--- config.mk ---
export PLATFORM = sky130hd
export DESIGN_NAME = expression_tokenizer_core
export DESIGN_NICKNAME = d
export VERILOG_FILES = /design/src/sv/exptok_pkg.sv /design/src/sv/expression_tokenizer_core.sv
export SDC_FILE = /design/constraint.sdc
export NUM_CORES = 1
export LEC_CHECK = 0
export ABC_AREA = 1
export BUFFER_PORTS_ARGS = -buffer_cell sky130_fd_sc_hd__buf_4
export CORE_UTILIZATION = 50
export CTS_BUF_LIST = sky130_fd_sc_hd__clkbuf_8
export DETAILED_ROUTE_END_ITERATION = 8
export HOLD_SLACK_MARGIN = 0.1
export PLACE_DENSITY = 0.77
export SLEW_MARGIN = 20
export SYNTH_ARGS = -nofsm -noshare
export SYNTH_HDL_FRONTEND = slang
export SYNTH_SLANG_ARGS = --single-unit
export TNS_END_PERCENT = 5
--- constraint.sdc ---
create_clock -name clk_i -period 9.95 [get_ports clk_i]
set_input_delay 0.4975 -clock clk_i [delete_from_list [all_inputs] [get_ports clk_i]]
set_output_delay 0.4975 -clock clk_i [all_outputs]
set_load 0.05 [all_outputs]
--- src/sv/exptok_pkg.sv ---
package exptok_pkg;

  // Token codes carried on the result channel
  typedef enum logic [2:0] {
    TOK_END   = 3'd0,
    TOK_IDENT = 3'd1,
    TOK_NUM   = 3'd2,
    TOK_LE    = 3'd3,
    TOK_GE    = 3'd4,
    TOK_NE    = 3'd5,
    TOK_CHAR  = 3'd6
  } tok_e;

  // Input item kinds
  localparam logic KIND_CHAR = 1'b0;
  localparam logic KIND_END  = 1'b1;

  // Character codes the scanner reacts to
  localparam logic [7:0] CH_NUL   = 8'h00;
  localparam logic [7:0] CH_TAB   = 8'h09;
  localparam logic [7:0] CH_CR    = 8'h0d;
  localparam logic [7:0] CH_SPACE = 8'h20;
  localparam logic [7:0] CH_ZERO  = 8'h30;
  localparam logic [7:0] CH_NINE  = 8'h39;
  localparam logic [7:0] CH_LT    = 8'h3c;
  localparam logic [7:0] CH_EQ    = 8'h3d;
  localparam logic [7:0] CH_GT    = 8'h3e;
  localparam logic [7:0] CH_UP_A  = 8'h41;
  localparam logic [7:0] CH_UP_F  = 8'h46;
  localparam logic [7:0] CH_UP_Z  = 8'h5a;
  localparam logic [7:0] CH_UNDER = 8'h5f;
  localparam logic [7:0] CH_LO_A  = 8'h61;
  localparam logic [7:0] CH_LO_F  = 8'h66;
  localparam logic [7:0] CH_LO_X  = 8'h78;
  localparam logic [7:0] CH_LO_Z  = 8'h7a;
  localparam logic [7:0] CH_TILDE = 8'h7e;

  // Hex digit offset for letters a..f
  localparam logic [3:0] HEX_LETTER_BASE = 4'd10;

  // One result queued for the output channel
  typedef struct packed {
    tok_e        token;
    logic [31:0] value;
    logic        last;
  } result_t;

endpackage

--- src/sv/expression_tokenizer_core.sv ---
// Expression tokenizer.
// Input channel: one request per character (kind_i = 0, ch_i = ASCII code) or an
// end-of-expression mark (kind_i = 1, or ch_i = 0). A request is taken on a rising
// edge with in_valid_i high and in_stall_o low.
// Output channel: token_o / value_o / last_o, taken on an edge with out_valid_o high
// and out_stall_i low. A request yields zero, one or two tokens; last_o marks the
// final token caused by a request.
// Each request is decoded in the cycle it is taken and its tokens are written into a
// four-entry result queue; the output shows the token at the head of that queue.
// Throughput is one request per cycle while in_stall_o is low; the queue's single read
// port gives one token per cycle while out_stall_i is low and so paces two-token runs.
// in_stall_o rises when fewer than two queue entries are free; it depends only on
// queue fill, so a stalled receiver simply backs up into the input channel.
// Reset empties the queue and returns the scanner to idle with no pending token.
module expression_tokenizer_core #(
  parameter int MAX_IDENT   = 79,
  parameter int VALUE_WIDTH = 32
) (
  input  logic        clk_i,
  input  logic        rst_ni,
  input  logic        in_valid_i,
  output logic        in_stall_o,
  input  logic        kind_i,
  input  logic [7:0]  ch_i,
  output logic        out_valid_o,
  input  logic        out_stall_i,
  output logic [2:0]  token_o,
  output logic [31:0] value_o,
  output logic        last_o
);
  import exptok_pkg::*;

  localparam int ILW = $clog2(MAX_IDENT + 1);
  localparam logic [ILW-1:0] IdMax = ILW'(MAX_IDENT);
  localparam int QDEPTH = 4;
  localparam int QAW = $clog2(QDEPTH);

  typedef enum logic [2:0] {
    M_IDLE  = 3'd0,
    M_IDENT = 3'd1,
    M_DEC   = 3'd2,
    M_ZERO  = 3'd3,
    M_HEX   = 3'd4,
    M_OP    = 3'd5
  } mode_e;

  mode_e                  mode_q, mode_d;
  logic [VALUE_WIDTH-1:0] acc_q, acc_d;
  logic [ILW-1:0]         len_q, len_d;
  logic [7:0]             pend_q, pend_d;

  result_t        queue_q [QDEPTH];
  logic [QAW-1:0] wr_q, rd_q;
  logic [QAW:0]   cnt_q, cnt_d;

  logic accept, pop;
  logic is_end, is_digit, is_alpha, is_space, is_word, is_hex;
  logic [3:0] hex_val;

  // begin-of-token decode
  mode_e                  bg_mode;
  logic [VALUE_WIDTH-1:0] bg_acc;
  logic [ILW-1:0]         bg_len;
  logic [7:0]             bg_pend;
  logic                   bg_emit;

  // flush of the pending token
  logic        fl_v;
  tok_e        fl_tok;
  logic [31:0] fl_val;

  logic        a_v, b_v;
  tok_e        a_tok, b_tok;
  logic [31:0] a_val, b_val;
  result_t     slot0, slot1;
  logic [1:0]  push_n;

  logic [VALUE_WIDTH+31:0] acc_ext;

  assign accept = in_valid_i && !in_stall_o;
  assign pop    = out_valid_o && !out_stall_i;

  // Classify the character
  always_comb begin
    is_end   = (kind_i == KIND_END) || (ch_i == CH_NUL);
    is_digit = (ch_i >= CH_ZERO) && (ch_i <= CH_NINE);
    is_alpha = ((ch_i >= CH_LO_A) && (ch_i <= CH_LO_Z)) ||
               ((ch_i >= CH_UP_A) && (ch_i <= CH_UP_Z));
    is_space = (ch_i == CH_SPACE) || ((ch_i >= CH_TAB) && (ch_i <= CH_CR));
    is_word  = is_alpha || is_digit || (ch_i == CH_UNDER);
    is_hex   = 1'b1;
    hex_val  = '0;
    if (is_digit) begin
      hex_val = 4'(ch_i - CH_ZERO);
    end else if ((ch_i >= CH_LO_A) && (ch_i <= CH_LO_F)) begin
      hex_val = 4'(ch_i - CH_LO_A) + HEX_LETTER_BASE;
    end else if ((ch_i >= CH_UP_A) && (ch_i <= CH_UP_F)) begin
      hex_val = 4'(ch_i - CH_UP_A) + HEX_LETTER_BASE;
    end else begin
      is_hex = 1'b0;
    end
  end

  // Start a new token from the character
  always_comb begin
    bg_mode = M_IDLE;
    bg_acc  = '0;
    bg_len  = '0;
    bg_pend = '0;
    bg_emit = 1'b0;
    if (is_space) begin
      bg_mode = M_IDLE;
    end else if (is_alpha || (ch_i == CH_UNDER)) begin
      bg_mode = M_IDENT;
      bg_len  = ILW'(1);
    end else if (ch_i == CH_ZERO) begin
      bg_mode = M_ZERO;
    end else if (is_digit) begin
      bg_mode = M_DEC;
      bg_acc  = VALUE_WIDTH'(hex_val);
    end else if ((ch_i == CH_LT) || (ch_i == CH_GT) || (ch_i == CH_TILDE)) begin
      bg_mode = M_OP;
      bg_pend = ch_i;
    end else begin
      bg_emit = 1'b1;
    end
  end

  // Token held by the current state
  assign acc_ext = {32'b0, acc_q};
  always_comb begin
    fl_v   = 1'b1;
    fl_tok = TOK_CHAR;
    fl_val = '0;
    unique case (mode_q)
      M_IDENT: begin
        fl_tok = TOK_IDENT;
        fl_val = 32'(len_q);
      end
      M_DEC, M_HEX: begin
        fl_tok = TOK_NUM;
        fl_val = acc_ext[31:0];
      end
      M_ZERO: begin
        fl_tok = TOK_NUM;
      end
      M_OP: begin
        fl_tok = TOK_CHAR;
        fl_val = 32'(pend_q);
      end
      default: fl_v = 1'b0;
    endcase
  end

  // Next state and up to two tokens
  always_comb begin
    logic cont;
    cont   = 1'b0;
    mode_d = mode_q;
    acc_d  = acc_q;
    len_d  = len_q;
    pend_d = pend_q;
    a_v    = 1'b0;
    a_tok  = fl_tok;
    a_val  = fl_val;
    b_v    = 1'b0;
    b_tok  = TOK_CHAR;
    b_val  = 32'(ch_i);
    if (is_end) begin
      a_v    = fl_v;
      b_v    = 1'b1;
      b_tok  = TOK_END;
      b_val  = '0;
      mode_d = M_IDLE;
      acc_d  = '0;
      len_d  = '0;
      pend_d = '0;
    end else if ((mode_q == M_OP) && (ch_i == CH_EQ)) begin
      // Join the pending operator with '='
      b_v    = 1'b1;
      b_val  = 32'(pend_q);
      b_tok  = (pend_q == CH_LT) ? TOK_LE : (pend_q == CH_GT) ? TOK_GE : TOK_NE;
      mode_d = M_IDLE;
      acc_d  = '0;
      len_d  = '0;
      pend_d = '0;
    end else begin
      unique case (mode_q)
        M_IDENT: begin
          cont = is_word;
          if (is_word && (len_q < IdMax)) len_d = len_q + ILW'(1);
        end
        M_DEC: begin
          cont  = is_digit;
          acc_d = (acc_q << 3) + (acc_q << 1) + VALUE_WIDTH'(hex_val);
        end
        M_ZERO: begin
          cont = is_digit || (ch_i == CH_LO_X);
          if (ch_i == CH_LO_X) begin
            mode_d = M_HEX;
            acc_d  = '0;
          end else begin
            mode_d = M_DEC;
            acc_d  = VALUE_WIDTH'(hex_val);
          end
        end
        M_HEX: begin
          cont  = is_hex;
          acc_d = (acc_q << 4) + VALUE_WIDTH'(hex_val);
        end
        default: cont = 1'b0;
      endcase
      if (!cont) begin
        // Close the pending token, then treat the character as a fresh start
        a_v    = fl_v;
        b_v    = bg_emit;
        mode_d = bg_mode;
        acc_d  = bg_acc;
        len_d  = bg_len;
        pend_d = bg_pend;
      end
    end
  end

  // Pack the tokens into consecutive queue slots
  always_comb begin
    slot0.token = a_v ? a_tok : b_tok;
    slot0.value = a_v ? a_val : b_val;
    slot0.last  = !(a_v && b_v);
    slot1.token = b_tok;
    slot1.value = b_val;
    slot1.last  = 1'b1;
    push_n      = accept ? (2'(a_v) + 2'(b_v)) : 2'd0;
    cnt_d       = cnt_q + (QAW+1)'(push_n) - (QAW+1)'(pop);
  end

  assign in_stall_o  = cnt_q > (QAW+1)'(QDEPTH - 2);
  assign out_valid_o = cnt_q != '0;
  assign token_o     = queue_q[rd_q].token;
  assign value_o     = queue_q[rd_q].value;
  assign last_o      = queue_q[rd_q].last;

  // Hold scanner state and queue pointers
  always_ff @(posedge clk_i or negedge rst_ni) begin
    if (!rst_ni) begin
      mode_q <= M_IDLE;
      acc_q  <= '0;
      len_q  <= '0;
      pend_q <= '0;
      wr_q   <= '0;
      rd_q   <= '0;
      cnt_q  <= '0;
    end else begin
      if (accept) begin
        mode_q <= mode_d;
        acc_q  <= acc_d;
        len_q  <= len_d;
        pend_q <= pend_d;
      end
      wr_q  <= wr_q + QAW'(push_n);
      if (pop) rd_q <= rd_q + QAW'(1);
      cnt_q <= cnt_d;
    end
  end

  // Write queue entries
  always_ff @(posedge clk_i) begin
    if (push_n != 2'd0) queue_q[wr_q] <= slot0;
    if (push_n == 2'd2) queue_q[wr_q + QAW'(1)] <= slot1;
  end

endmodule
After elaboration in Yosys (flattened, before gate mapping)
Memory sizes are Yosys's and may differ from the RTL's. Cells that the tools add are included.

Word-level logic and storage cells: 159. Output and inout bits: 38. Bits in writable memories: 144. Memories kept: 1. Bits in registers: 57.

Memory list: queue_q (words 4, bits a word 36, read ports 1, clocked after Yosys merged registers in 0, wr ports 2, line expression_tokenizer_core.sv:52) `result_t queue_q [QDEPTH];`.

Muxes and demuxes: 70. Add/subtract/negate cells: 15. Magnitude comparators: 12. Eq/ne operators: 21. Reductions and logical operators: 33.

Operators with widths (count): case mux 32 bit (3 select lines) (2); two-way mux 32 bit (4); two-way mux 8 bit (10); adder 32 x 4 -> 32 bit (2); equality test 8 x 6 -> 1 bit (second input constant) (7); two-way mux 3 bit (14); two-way mux 7 bit (5); adder 32 bit (1); <= comparator 8 x 7 -> 1 bit (second input constant) (4); two-way mux 4 bit (8); equality test 8 x 7 -> 1 bit (second input constant) (3); two-way mux 1 bit (24); >= comparator 8 x 7 -> 1 bit (second input constant) (2); subtractor 4 x 1 -> 4 bit (second input constant) (3); logical AND 1 bit (11); logical OR 1 bit (9); adder 4 bit (second input constant) (2); >= comparator 8 x 4 -> 1 bit (second input constant) (1); >= comparator 8 x 6 -> 1 bit (second input constant) (1); <= comparator 8 x 4 -> 1 bit (second input constant) (1); <= comparator 8 x 6 -> 1 bit (second input constant) (1); logical NOT 8 bit (1); != test 4 x 3 -> 1 bit (second input constant) (2); adder 7 x 1 -> 7 bit (second input constant) (1); 25 further kinds (32).

Depth between registers and ports, before layout
Depth in word-level cells: 16. Depth in mapped cells: 27.

Worst setup path before layout
No wires, ideal clock.

Path kind: input-to-reg. Start: in ch_i[0]. End: mem queue_q[0][12] in the netlist's numbering. Path slack: 6.068 ns. Buffers on the path: 3. Arrival time: 3.768 ns. Setup time: 0.114 ns. Cell stages on the path: 26. Required time: 9.836 ns. Cell sequence: inv_1 > ha_1 > o21ai_1 > nand2_1 > nand2_2 > buf_4 > o22ai_2 > a21oi_2 > nand3_1 > nand2_1 > nand2_1 > inv_2 > buf_2 > ha_1 > inv_1 > nor2_1 > nor2_2 > nor3_4 > inv_2 > nor2_1 > nand2_1 > nand2_1 > inv_2 > clkbuf_1 > nand2_1 > nand2_1.

RTL lines: start: declaration (line expression_tokenizer_core.sv:24) `input logic [7:0] ch_i,`; end: declaration (line expression_tokenizer_core.sv:52).

==> out/qor.yml <==
critical_path:
  cp-end-kind: "register"
  timing.rr.end: "queue_q[2][17]"
  arrival_ns: 5.66
  timing_worst_setup_path_type: "register to register"
  start_kind: "register"
  cp_max_fo: 36
  rr_startpoint: "mode_q[2]"
  r2r_setup_slack_ns: 4.70
  cp.required_ns: 10.36
  r2r_cells: 23
power_and_ir_drop:
  peakVddDrop_mv: 0.221
  cellPowerDensity_nw_per_um2: 249
  total_power_mw: 3.44
  pwr-share-comb: 0.493
  leakage_nw: 6.63
  p_switching_mw: 1.69
  seqPwrFrac: 0.292
  switching_share: 0.492
  p_clk_frac: 0.215
  p_int_mw: 1.75
placed_design:
  dpl.hpwl_mm: 25.9
  gp_congestion: 0.967
  place_area_sq_um: 13100
  portBuffers: 50
routing:
  drt-total-wl_mm: 37.3
  dr.first_iter.drc_count: 1583
  drtPass1Iterations: 6
  drc_errors: 0
  vias: 12600
  vias_per_cell: 5.75
  drtAntennaViolNets: 0
  avgRoutedWirePerCell_um: 17.0
synth:
  synth_cell_types: 47
  synth.most_common_cell: "nand2_1"
  synth_top_area_frac: 0.168
  syn_inst: 1820
  ys_ff_latch: 201
  yosysWarnings: 0
  syn_nets: 1905
  synth_top_flop_cell: "dfxtp_1"
  syn_area_per_cell_sq_um: 6.92
  async_flop_share: 0.284
  synth_top_area_cell: "nand2_1"
  netlist_top_cells_area: "nand2_1 (17%), dfxtp_1 (16%), dfrtp_1 (11%), edfxtp_1 (10%), nand3_1 (7.3%)"
  yosysSeqAreaShare: 0.377
  synth_area_sq_um: 12600
  synth_commonest_cells: "nand2_1 (563), nand3_1 (184), nor2_1 (181)"
  synth_edf_count: 44
final_layout:
  insertedDiodeCount: 0
  syn_to_final_growth_pct: 9.59
  drive_above_1_share: 0.0873
  fin_nets: 1927
  finalInstanceArea_sq_um: 13800
die:
  ios: 51
  die_w_um: 161
  core_sq_um: 24500
  start_util: 0.514
  die_h_um: 161
  die_area_sq_um: 25800
  num_rows: 57
worst_hold_path:
  hold_path_startpoint: "ch_i[0]"
  hold_path_end: "pend_q[0]"
  hold_depth: 3
  worstHoldPathType: "primary input to register"
flow_run:
  cap_violations: 0
cts:
  clk_path_buf_depth: 3
  numClockSinks: 201
  clk_latency_ns: 0.55
  cts_root_buffer: "clkbuf_8"
  cts_setup_buffers: 0
  cts_buffers: 34
  clk_pin_slew_ns: 0.07
  cts_tree: "done"
  cts.htree.levels: 2
sta:
  tns_ns: 0
  post-route-min-period_ns: 5.25
  setup_viol: 0
  finalClockSkew_ns: 0.0296
  max_freq_ghz: 0.191
  slew-limit-headroom: 0.377
  final_max_slew_viol_count: 0
  rsz0062_at_grt: "false"
  finalCritPeriodShare: 0.527
  tightest_slew_ns: 0.935
  hold_violations: 0
global_routing:
  antenna_found_initial: 0
  grt_pass1_vias: 11900
  grt-ovfl-total: 0
  grt_usage: 0.293
  grt_max_degree: 97
  grt_first_pass_wirelength_mm: 61.0
status:
  outcome: "finished clean"
-- critical path, stage by stage (launching register included) --
cell and delay, ns:
dfrtp_1 0.41, nor2_1 0.19, inv_1 0.13, nor2_1 0.35, inv_1 0.18, o22ai_2 0.22
a21oi_2 0.06, nand3_1 0.10, nand2_1 0.21, nand2_1 0.36, inv_2 0.07, ha_1 0.30
inv_1 0.07, nor2_1 0.21, nor2_2 0.15, nor3_4 0.15, buf_4 0.42, inv_2 0.06
nor2_1 0.14, nand2_1 0.12, nand2_1 0.53, inv_2 0.45, nand2_1 0.16, nand2_1 0.07
-- state kept, by name (all words and copies together) (netlist names) --
signal	cells
cnt_q	3
len_q	7
rd_q	2
wr_q	2
acc_q	32
pend_q	8
mode_q	3
queue_q	144
-- through the flow --
step | std cells | utilization | hold WS [ns] | setup WS [ns]
floorplan | 1820 | - | 0.202 | 6.07
global placement | 2129 | 0.535 | 0.432 | 4.33
detailed placement | 2129 | 0.535 | 0.434 | 4.45
CTS | 2192 | 0.563 | 0.282 | 4.78
global route | 2192 | 0.563 | 0.302 | 4.23
finish | 2192 | 0.563 | 0.297 | 4.70
-- area by class of cell --
| type | count | area (sq um) |
|---|---|---|
| sequential | 201 | 4750 |
| fill | 2359 | 10700 |
| clock buffer | 39 | 537 |
| multi-input combinational | 1380 | 6900 |
| tap | 324 | 405 |
| timing repair buffer | 63 | 475 |
| clock inverter | 23 | 134 |
| inverter | 162 | 608 |
-- what timing repair did --
item / 4_1_cts / 5_1_grt
endpoints found under the hold margin: 41 / 0
resized for setup: 0 / 0
hold buffers: 1 / 0
endpoints found under the setup margin: 0 / 0
-- per-layer routing --
metal / share of wire / vias up / GRT usage
li1: - / 6071 / -
met3: 0.082 / 100 / 0.0442
met1: 0.42 / 5819 / 0.382
met2: 0.46 / 611 / 0.481
met5: 0 / - / 0
met4: 0.038 / 0 / 0.127
-- cell families after synthesis --
logic type                 Yosys count  synth area share
adders and majority gates           72            0.0733
buffers and inverters              239            0.0772
and+or+nand+nor                    992             0.330
xor gates and xnor gates            14           0.00973
AOI/OAI and AO/OA                  302             0.133
DFF                                201             0.377
-- power groups by stage --
stage / registers, mW / logic, mW / clock network (mW)
after floorplan: 0.995 / 1.26 / 0
after global placement: 1.02 / 1.66 / 0
after detailed placement: 1.02 / 1.68 / 0
after CTS: 1.00 / 1.68 / 0.742
after global routing: 1.01 / 1.82 / 0.785
final: 1.00 / 1.69 / 0.739
-- worst max path at each step --
| stage | from | slack (ns) | cells after the start | end |
|---|---|---|---|---|
| 2_1_floorplan | ch_i[0] | 6.07 | 26 | queue_q[0][12] |
| 3_3_place_gp | ch_i[0] | 4.33 | 24 | queue_q[1][27] |
| 3_5_place_dp | ch_i[0] | 4.45 | 24 | queue_q[1][23] |
| 4_1_cts | mode_q[2] | 4.78 | 23 | queue_q[2][17] |
| 5_1_grt | mode_q[2] | 4.23 | 23 | queue_q[2][13] |
| 6_report | mode_q[2] | 4.70 | 23 | queue_q[2][17] |
-- cell usage in the layout (no fill, tap or decap), types with 3 or more instances in the layout --
| cell | instances |
|---|---|
| a21boi_0 | 3 |
| a21oi_1 | 59 |
| buf_4 | 62 |
| clkbuf_8 | 39 |
| clkinv_2 | 4 |
| clkinvlp_4 | 3 |
| dfrtp_1 | 56 |
| dfxtp_1 | 100 |
| edfxtp_1 | 44 |
| fa_1 | 3 |
| ha_1 | 69 |
| inv_1 | 157 |
| inv_2 | 17 |
| nand2_1 | 563 |
| nand2_2 | 10 |
| nand3_1 | 184 |
| nand3_2 | 3 |
| nand3b_1 | 5 |
| nand4_1 | 9 |
| nor2_1 | 181 |
| nor2_2 | 4 |
| nor3_1 | 16 |
| nor3_4 | 5 |
| o211ai_1 | 4 |
| o21a_1 | 4 |
| o21ai_0 | 140 |
| o21ai_1 | 23 |
| o221ai_1 | 7 |
| o22ai_1 | 49 |
| or2_2 | 7 |
| xnor2_1 | 4 |
| xor2_1 | 10 |
Note: power is estimated with default switching activity, not from simulation.
